$ cat src/design/vertex_rotate_scale_translate_2d_core_macros.svh
// Assertion macros for the vertex transform core.
// Included by the top level; no other dependencies.
`ifndef VERTEX_ROTATE_SCALE_TRANSLATE_2D_CORE_MACROS_SVH
`define VERTEX_ROTATE_SCALE_TRANSLATE_2D_CORE_MACROS_SVH

// Same-cycle implication, disabled during reset.
`define VRST_ASSERT_SAME(label, clk, rst, ante, cons, msg) \
  label: assert property (@(posedge clk) disable iff (rst) (ante) |-> (cons)) else $error(msg);

// Next-cycle implication, disabled during reset.
`define VRST_ASSERT_NEXT(label, clk, rst, ante, cons, msg) \
  label: assert property (@(posedge clk) disable iff (rst) (ante) |=> (cons)) else $error(msg);

`endif

$ cat src/design/vrst_pkg.sv
// Types, constants and the arctangent table of the vertex transform core.
// No dependencies.
package vrst_pkg;

  localparam int XY_W       = 36;
  localparam int Z_W        = 34;
  localparam int ATAN_LEN   = 24;
  localparam int IN_SHIFT   = 16;
  localparam int CFG_IDX_W  = 2;
  localparam int CFG_DATA_W = 24;

  localparam logic [CFG_IDX_W-1:0] REG_ROTATION_ANGLE = 2'd0;
  localparam logic [CFG_IDX_W-1:0] REG_SCALE_FACTOR   = 2'd1;
  localparam logic [CFG_IDX_W-1:0] REG_OFFSET_X       = 2'd2;
  localparam logic [CFG_IDX_W-1:0] REG_OFFSET_Y       = 2'd3;

  localparam logic signed [20:0] GAIN_COMP  = 21'sd636751;
  localparam int                 GAIN_SHIFT = 20;
  localparam int                 SCALE_SHIFT = 24;
  localparam logic signed [23:0] OUT_MAX    = 24'sh7FFFFF;
  localparam logic signed [23:0] OUT_MIN    = 24'sh800000;

  typedef struct packed {
    logic signed [15:0] vertex_x;
    logic signed [15:0] vertex_y;
  } vertex_t;

  typedef struct packed {
    logic signed [23:0] out_x;
    logic signed [23:0] out_y;
    logic               saturated;
  } result_t;

  typedef struct packed {
    logic [15:0]        rotation_angle;
    logic [15:0]        scale_factor;
    logic signed [23:0] offset_x;
    logic signed [23:0] offset_y;
  } cfg_t;

  typedef struct packed {
    logic signed [XY_W-1:0] x;
    logic signed [XY_W-1:0] y;
    logic signed [Z_W-1:0]  z;
  } rot_t;

  function automatic logic [31:0] atan_at(input int idx);
    logic [31:0] v;
    unique case (idx)
      0:  v = 32'h20000000;
      1:  v = 32'h12E4051E;
      2:  v = 32'h09FB385B;
      3:  v = 32'h051111D4;
      4:  v = 32'h028B0D43;
      5:  v = 32'h0145D7E1;
      6:  v = 32'h00A2F61E;
      7:  v = 32'h00517C55;
      8:  v = 32'h0028BE53;
      9:  v = 32'h00145F2F;
      10: v = 32'h000A2F98;
      11: v = 32'h000517CC;
      12: v = 32'h00028BE6;
      13: v = 32'h000145F3;
      14: v = 32'h0000A2FA;
      15: v = 32'h0000517D;
      16: v = 32'h000028BE;
      17: v = 32'h0000145F;
      18: v = 32'h00000A30;
      19: v = 32'h00000518;
      20: v = 32'h0000028C;
      21: v = 32'h00000146;
      22: v = 32'h000000A3;
      23: v = 32'h00000051;
      default: v = 32'h0;
    endcase
    return v;
  endfunction

endpackage

$ cat src/design/vrst_cordic_cell.sv
// One CORDIC rotation stage with its own valid bit and backpressure.
// Depends on vrst_pkg.
module vrst_cordic_cell #(
  parameter int STAGE = 0
) (
  input  logic           clk,
  input  logic           rst,
  input  logic           valid_in,
  input  vrst_pkg::rot_t data_in,
  output logic           ready,
  output logic           valid_out,
  output vrst_pkg::rot_t data_out,
  input  logic           ready_next
);
  import vrst_pkg::*;

  localparam logic signed [Z_W-1:0] ATAN = Z_W'(atan_at(STAGE));

  logic signed [XY_W-1:0] dx;
  logic signed [XY_W-1:0] dy;
  rot_t                   data_next;

  assign dx    = $signed(data_in.y) >>> STAGE;
  assign dy    = $signed(data_in.x) >>> STAGE;
  assign ready = !valid_out || ready_next;

  always_comb begin
    if (!data_in.z[Z_W-1]) begin
      data_next.x = data_in.x - dx;
      data_next.y = data_in.y + dy;
      data_next.z = data_in.z - ATAN;
    end else begin
      data_next.x = data_in.x + dx;
      data_next.y = data_in.y - dy;
      data_next.z = data_in.z + ATAN;
    end
  end

  always_ff @(posedge clk) begin
    if (rst) begin
      valid_out <= 1'b0;
    end else if (ready) begin
      valid_out <= valid_in;
    end
  end

  always_ff @(posedge clk) begin
    if (ready && valid_in) begin
      data_out <= data_next;
    end
  end

endmodule

$ cat config.mk
export PLATFORM = sky130hd
export DESIGN_NAME = vrst_cordic_cell
export DESIGN_NICKNAME = d
export VERILOG_FILES = /design/src/design/vertex_rotate_scale_translate_2d_core_macros.svh /design/src/design/vrst_pkg.sv /design/src/design/vrst_cordic_cell.sv
export SDC_FILE = /design/constraint.sdc
export NUM_CORES = 1
export LEC_CHECK = 0
export BUFFER_PORTS_ARGS = -buffer_cell sky130_fd_sc_hd__buf_2
export CAP_MARGIN = 30
export CORE_MARGIN = 5
export CORE_UTILIZATION = 47
export DETAILED_ROUTE_END_ITERATION = 8
export PLACE_DENSITY = 0.76
export SETUP_SLACK_MARGIN = 0.5
export SYNTH_ARGS = -nofsm -noshare
export SYNTH_HDL_FRONTEND = slang
export SYNTH_SLANG_ARGS = --single-unit
$ cat constraint.sdc
create_clock -name clk -period 9.4 [get_ports clk]
set_clock_uncertainty 0.05 [all_clocks]
set_input_delay 0.47 -clock clk [delete_from_list [all_inputs] [get_ports clk]]
set_output_delay 0.47 -clock clk [all_outputs]
set_load 0.01 [all_outputs]
==> flow_summary.ini, run 1 <==
[grt]
global_route_wire_length_before_repair_um = 48300
grt_max_degree = 74
global_route_congestion_overflow_total = 0
number_of_antenna_violations_at_the_first_check_in_global_routing = 0
grt.total_usage = 0.251
grt_pass1_vias = 8815

[synth]
netlist_instances = 1105
number_of_unique_standard_cell_types_used_by_synthesis = 77
postSynth.asyncResetShare = 0
synth-adder-area-share = 0.147
synth_flop_cell = sky130_fd_sc_hd__edfxtp_1
ys_ff_latch = 106
syn_avg_cell_area_um2 = 8.79
synthSimpleGateAreaFrac = 0.131
synth_compound_area_frac = 0.252
combinational_family_with_the_most_area_after_synthesis = compound AO/OA/AOI/OAI gates
fraction_of_synthesized_area_in_multiplexers = 0.0144
synth-warning-count = 0
synth_xor_area_frac = 0.0631
synth_seq_area_share = 0.327
synth-edff-count = 105
post_synth_instance_area_um2 = 9710
mappedNetlistNets = 1327

[worst_hold_path]
worst_hold_path.num_cells = 2
worstHoldEndpoint = valid_out
min_path_type = input port to flip-flop
holdCritStartpoint = rst

[place]
gp_congestion = 1.00
dpl.cell_count = 1544
dp.final_hpwl_um = 24000
portBuffers = 217

[finish]
nNetsFinal = 1507
final_cell_count_no_fill = 1560
synth_to_layout_area_growth_pct = 15.7
antenna_cells = 0
drive_gt1_frac = 0.205

[critical_path]
path_max_fanout = 6
worstPathCellList = buf_2 > ha_1 > fa_1 > nor2b_1 > o21ai_1 > a21oi_1 > o31ai_2 > o21ai_1 > a2111oi_0 > nand2b_1 > o31ai_1 > xnor2_1
r2r_setup_slack_ps = 7240
critical-path-max-stage-delay_ps = 750
cell_type_of_the_slowest_stage_on_the_worst_timing_path = sky130_fd_sc_hd__a2111oi_0
setup.worst_path.class = input port to flip-flop
number_of_buffer_and_inverter_stages_on_the_critical_path = 1
r2r_end = data_out[26]
reg2reg_from = valid_out
timing.critical_path.from_type = input port
worst_ep_arrival_time_ps = 3760
cp.required_ps = 9460
critical_path.most_common_cell = sky130_fd_sc_hd__o21ai_1
timing.reg2reg.worst_path_depth = 3
critical_path.endpoint_type = flip-flop
critPathTopFamily = compound AO/OA/AOI/OAI gates

[drt]
routedWlPerCell_um = 19.8
ant_nets = 0
drc = 0
via_count = 9191
via_per_inst = 5.89
drt_iter0_drc = 963
wl_um = 30900
drt_pre_antenna_iters = 6

[sta]
rsz0062_at_grt = false
hold_viol = 0
max_slew_margin = 0.367
fin_tns_setup_ps = 0
finalCriticalPeriod_ps = 3700
number_of_pins_exceeding_their_max_slew_limit_in_the_final_report = 0
final.period_utilization = 0.393
finalSetupViolations = 0
transition_time_of_the_tightest_slew_check_pin_ps = 949
holdWs_ps = 202
maxClockFrequency_mhz = 271

[die]
floorplan.rows = 52
die_ht_um = 154
design.portCount = 218
width_of_the_die_um = 154
coreArea_um2 = 20300
design.die.area_um2 = 23600
initial_utilization = 0.479

[power_and_ir_drop]
pwr_dens_nw_per_um2 = 142
power.total_w = 0.00160
peak_supply_drop_mv = 0.0723
leakage_nw = 4.99

[cts]
clock_tree.htree_level_count = 3
cts.repair.resized = 0
cts_inserted_buffers = 9
tritoncts = done
clk_pin_slew_ps = 90
post-cts-setup-buffers = 0
max-clock-path-buffers = 2
ctsRootBufferMaster = sky130_fd_sc_hd__clkbuf_16
cts_sinks = 106
cts_hold_buffers = 0
clock_insertion_delay_worst_skew_ps = 360

[run_status]
run_status = finished clean

[job]
max_cap_violations = 0
worst max path at each step:
stage                      from            to  slack, ps  cells past startpoint
detailed placement  data_in[34]  data_out[62]       5360                     12
global placement    data_in[41]  data_out[62]       5430                     11
global route        data_in[34]  data_out[66]       5420                     12
CTS                 data_in[34]  data_out[62]       5760                     12
floorplan            ready_next   data_out[0]       5760                      2
finish              data_in[34]  data_out[62]       5700                     12
worst reg2reg max path, delay by kind of cell (launching register included):
| family | cells | cell delay, ps |
|---|---|---|
| buffers and inverters | 1 | 810 |
| DFF | 1 | 310 |
| and+or+nand+nor | 2 | 540 |
cells by family (layout without fill, tap and decap cells):
kind of cell,Yosys count,in the layout
compound gates,373,373
simple gates,266,266
buf+inv,164,349
fa+ha+maj,112,112
flops,106,106
xor+xnor,70,70
mux,14,14
cell usage in the layout (no fill, tap or decap), drive strengths merged, types with 5 or more instances in the layout:
cell and count:
nand3 13, o2111ai 7, nor2 90, ha 108, nand4 13, a21o 33
o22ai 6, or3 9, o21bai 26, buf 220, mux2i 14, o211ai 10
o21a 12, edfxtp 105, nor4 15, nand2b 14, a21oi 127, clkbuf 9
nor2b 14, a31oi 8, nand2 56, o21ai 70, a211oi 11, a2111oi 5
xor2 5, o31ai 13, inv 117, xnor2 65, nor3 23
synthesized netlist by cell type, types with 5 or more instances:
master	instances	share of area
sky130_fd_sc_hd__o21ai_1	11	0.0057
sky130_fd_sc_hd__ha_1	108	0.14
sky130_fd_sc_hd__buf_2	15	0.0077
sky130_fd_sc_hd__nand3_1	13	0.0067
sky130_fd_sc_hd__o21bai_1	26	0.020
sky130_fd_sc_hd__nand4_1	13	0.0084
sky130_fd_sc_hd__inv_2	12	0.0046
sky130_fd_sc_hd__nor2b_1	14	0.0090
sky130_fd_sc_hd__nor4_1	15	0.0097
sky130_fd_sc_hd__nor2_1	90	0.035
sky130_fd_sc_hd__xnor2_1	65	0.059
sky130_fd_sc_hd__nor3_1	23	0.012
sky130_fd_sc_hd__o21a_1	12	0.0093
sky130_fd_sc_hd__a31oi_1	7	0.0045
sky130_fd_sc_hd__buf_1	9	0.0035
sky130_fd_sc_hd__o31ai_1	11	0.0085
sky130_fd_sc_hd__a211oi_1	11	0.0085
sky130_fd_sc_hd__nand2_1	56	0.022
sky130_fd_sc_hd__clkbuf_1	25	0.0097
sky130_fd_sc_hd__a21oi_1	126	0.065
sky130_fd_sc_hd__o211ai_1	10	0.0077
sky130_fd_sc_hd__o21ai_0	58	0.030
sky130_fd_sc_hd__nand2b_1	14	0.0090
sky130_fd_sc_hd__xor2_1	5	0.0045
sky130_fd_sc_hd__or3_1	9	0.0058
sky130_fd_sc_hd__edfxtp_1	105	0.32
sky130_fd_sc_hd__a21o_1	33	0.026
sky130_fd_sc_hd__mux2i_1	14	0.014
sky130_fd_sc_hd__inv_1	101	0.039
sky130_fd_sc_hd__o22ai_1	6	0.0039
sky130_fd_sc_hd__o2111ai_1	7	0.0063
layer usage:
layer | part of all wire | GRT usage | up-vias
li1 | - | - | 4349
met1 | 0.45 | 0.370 | 4277
met2 | 0.44 | 0.385 | 507
met3 | 0.082 | 0.0295 | 58
met4 | 0.026 | 0.0807 | 0
met5 | 0 | 0 | -
through the flow:
step	util	area (um2)	worst slack [ps]
after floorplan	-	9710	5760
after global placement	0.539	10900	5430
after detailed placement	0.539	10900	5360
after CTS	0.554	11200	5760
after global routing	0.554	11200	5420
final	0.554	11200	5700
registers in the layout, summed over array words and instances (netlist names):
signal	flops
valid_out	1
data_out	105
final cells by class:
class | count | area (um2)
Clock inverter | 7 | 70.1
Multi-Input combinational cell | 835 | 5900
Inverter | 113 | 424
Clock buffer | 9 | 225
Sequential cell | 106 | 3170
Fill cell | 1929 | 9060
Tap cell | 270 | 338
Timing Repair Buffer | 220 | 1110
report_power, final:
group	switching (W)	leakage [nW]	internal [W]	total (W)
combinational	0.000372	3.83	0.000221	0.000593
clock	0.000206	0.142	0.000188	0.000394
sequential	0.0000154	1.02	0.000597	0.000612
Note: power is estimated with default switching activity, not from simulation.
==> run 2: changes to the inputs <==
==> constraint.sdc (replaced) <==
create_clock -name clk -period 3.75 [get_ports clk]
set_clock_uncertainty 0.05 [all_clocks]
set_input_delay 0.1875 -clock clk [delete_from_list [all_inputs] [get_ports clk]]
set_output_delay 0.1875 -clock clk [all_outputs]
set_load 0.01 [all_outputs]
==> run 2 against run 1 <==
Combinational power increased to 2.6 times the previous value. Die area unchanged. First-iteration DRC count decreased by 1.3%. Critical path depth unchanged. Setup slack got worse by 5000 ps. Non-clock buffer count increased by 52. Utilization increased by 2.4 points. Critical endpoint is now data_out[105].
==> flow_summary.ini, run 2 (synthesis results as in run 1) <==
[power_and_ir_drop]
p_switching_w = 0.00150
leakage_nw = 5.24
internal-power_w = 0.00257
pwr_dens_nw_per_um2 = 347
power.share.sequential = 0.376
power.total_w = 0.00407
p_clk_frac = 0.241
peak_supply_drop_mv = 0.171
share_of_total_power_in_combinational_logic = 0.383
power.share.switching = 0.369

[worst_hold_path]
min_path_type = input port to flip-flop

[finish]
top_register = data_out
synth_to_layout_area_growth_pct = 20.7
drive_gt1_frac = 0.215
fillCellCount = 1865
antenna_cells = 0
reg.largest.list = data_out: 105 flops, valid_out: 1 flops
largest_reg_flops = 105
finish.instance_area_um2 = 11700
nNetsFinal = 1559
layout_commonest_cell = sky130_fd_sc_hd__buf_2
layout.cells.most_common_list = 217 x sky130_fd_sc_hd__buf_2, 126 x sky130_fd_sc_hd__a21oi_1, 108 x sky130_fd_sc_hd__ha_1

[cts]
clock_insertion_delay_worst_skew_ps = 360
clk_pin_slew_ps = 80
cts_inserted_buffers = 9
cts_sinks = 106
tritoncts = done
max-clock-path-buffers = 2
clock_tree.htree_level_count = 3
ctsRootBufferMaster = sky130_fd_sc_hd__clkbuf_16

[die]
design.portCount = 218
floorplan.rows = 52
die_ht_um = 154
initial_utilization = 0.479
width_of_the_die_um = 154
design.die.area_um2 = 23600
coreArea_um2 = 20300

[grt]
grt.total_usage = 0.264
global_route_congestion_overflow_total = 0
grt_max_degree = 69
global_route_wire_length_before_repair_um = 50400
number_of_antenna_violations_at_the_first_check_in_global_routing = 0
grt_pass1_vias = 9132

[sta]
number_of_pins_exceeding_their_max_slew_limit_in_the_final_report = 0
hold_viol = 0
finalCriticalPeriod_ps = 3040
holdWs_ps = 10.7
fin_tns_setup_ps = 0
rsz0062_at_grt = false
worst_slack_ps = 709
transition_time_of_the_tightest_slew_check_pin_ps = 690
final.period_utilization = 0.811
max_slew_margin = 0.540
maxClockFrequency_mhz = 329
finalSetupViolations = 0

[drt]
drt_iter0_drc = 950
wl_um = 32200
via_per_inst = 5.82
routedWlPerCell_um = 20.0
drc = 0
via_count = 9384
ant_nets = 0
drt_pre_antenna_iters = 6

[run_status]
run_status = finished clean

[critical_path]
timing.critical_path.from_type = input port
cp.required_ps = 3800
worst_ep_arrival_time_ps = 3090
critical_path.endpoint_type = flip-flop
setup.worst_path.class = input port to flip-flop
path_max_fanout = 11

[place]
portBuffers = 217
dp.final_hpwl_um = 25300
pre_cts_setup_slack_ps = 131
gp_congestion = 0.962
post_dp_cell_area_um2 = 11100

[job]
max_cap_violations = 0
-- run 2: cell types whose count changed in the layout (fill, tap and decap cells not counted), sizes merged --
| cell | delta |
|---|---|
| buf | +22 |
| inv | +1 |
| clkinvlp | -1 |
| dlygate4sd3 | +30 |
-- run 2: path summary, 6_finish.rpt --
| check | cells after the start | slack [ps] | end | from |
|---|---|---|---|---|
| worst min register to register | 2 | 480 | valid_out | valid_out |
| worst max register to register | 3 | 2010 | data_out[10] | valid_out |
| worst max-delay path | 12 | 710 | data_out[105] | data_in[50] |
| worst min-delay path | 3 | 10 | valid_out | valid_in |
-- run 2: final cells by class --
cell class	count	area [um2]	share of cell area
clock buffers	9	225	0.0192
multi-input cells	835	5910	0.504
inverters	113	424	0.0362
clock inverters	7	71.3	0.00608
repair buffers	272	1590	0.135
well taps	270	338	0.0288
flip-flops and latches	106	3170	0.271
-- run 2: power by group through the flow --
stage / registers (W) / clock network [W] / logic, W
finish: 0.00153 / 0.000983 / 0.00156
global route: 0.00155 / 0.00105 / 0.00169
CTS: 0.00153 / 0.000998 / 0.00153
detailed placement: 0.00156 / 0 / 0.00150
global placement: 0.00156 / 0 / 0.00149
floorplan: 0.00163 / 0 / 0.000891
-- run 2: metal layers --
| metal | GRT usage | vias to the layer above | share of wire |
|---|---|---|---|
| li1 | - | 4443 | - |
| met1 | 0.365 | 4443 | 0.44 |
| met2 | 0.421 | 428 | 0.45 |
| met3 | 0.0562 | 70 | 0.084 |
| met4 | 0.0761 | 0 | 0.026 |
| met5 | 0 | - | 0 |
-- run 2: worst max-delay path, stage by stage --
cell,delay (ps)
sky130_fd_sc_hd__buf_2,110
sky130_fd_sc_hd__inv_1,40
sky130_fd_sc_hd__ha_1,510
sky130_fd_sc_hd__nor2b_1,150
sky130_fd_sc_hd__a2111oi_4,320
sky130_fd_sc_hd__o2111ai_1,180
sky130_fd_sc_hd__a31oi_2,370
sky130_fd_sc_hd__a31oi_1,240
sky130_fd_sc_hd__a221oi_2,400
sky130_fd_sc_hd__o31ai_2,150
sky130_fd_sc_hd__a311oi_1,320
sky130_fd_sc_hd__xnor2_1,110
-- run 2: per-stage QoR --
stage               utilization  instances
floorplan                     -       1105
global placement          0.548       1566
detailed placement        0.548       1566
CTS                       0.577       1612
global route              0.578       1612
finish                    0.578       1612
-- run 2: repair_timing --
item	in CTS	in global routing
buffers inserted	0	0
endpoints found under the setup margin	0	8
hold buffers	30	0
endpoints found under the hold margin	30	0
resized for setup	0	3
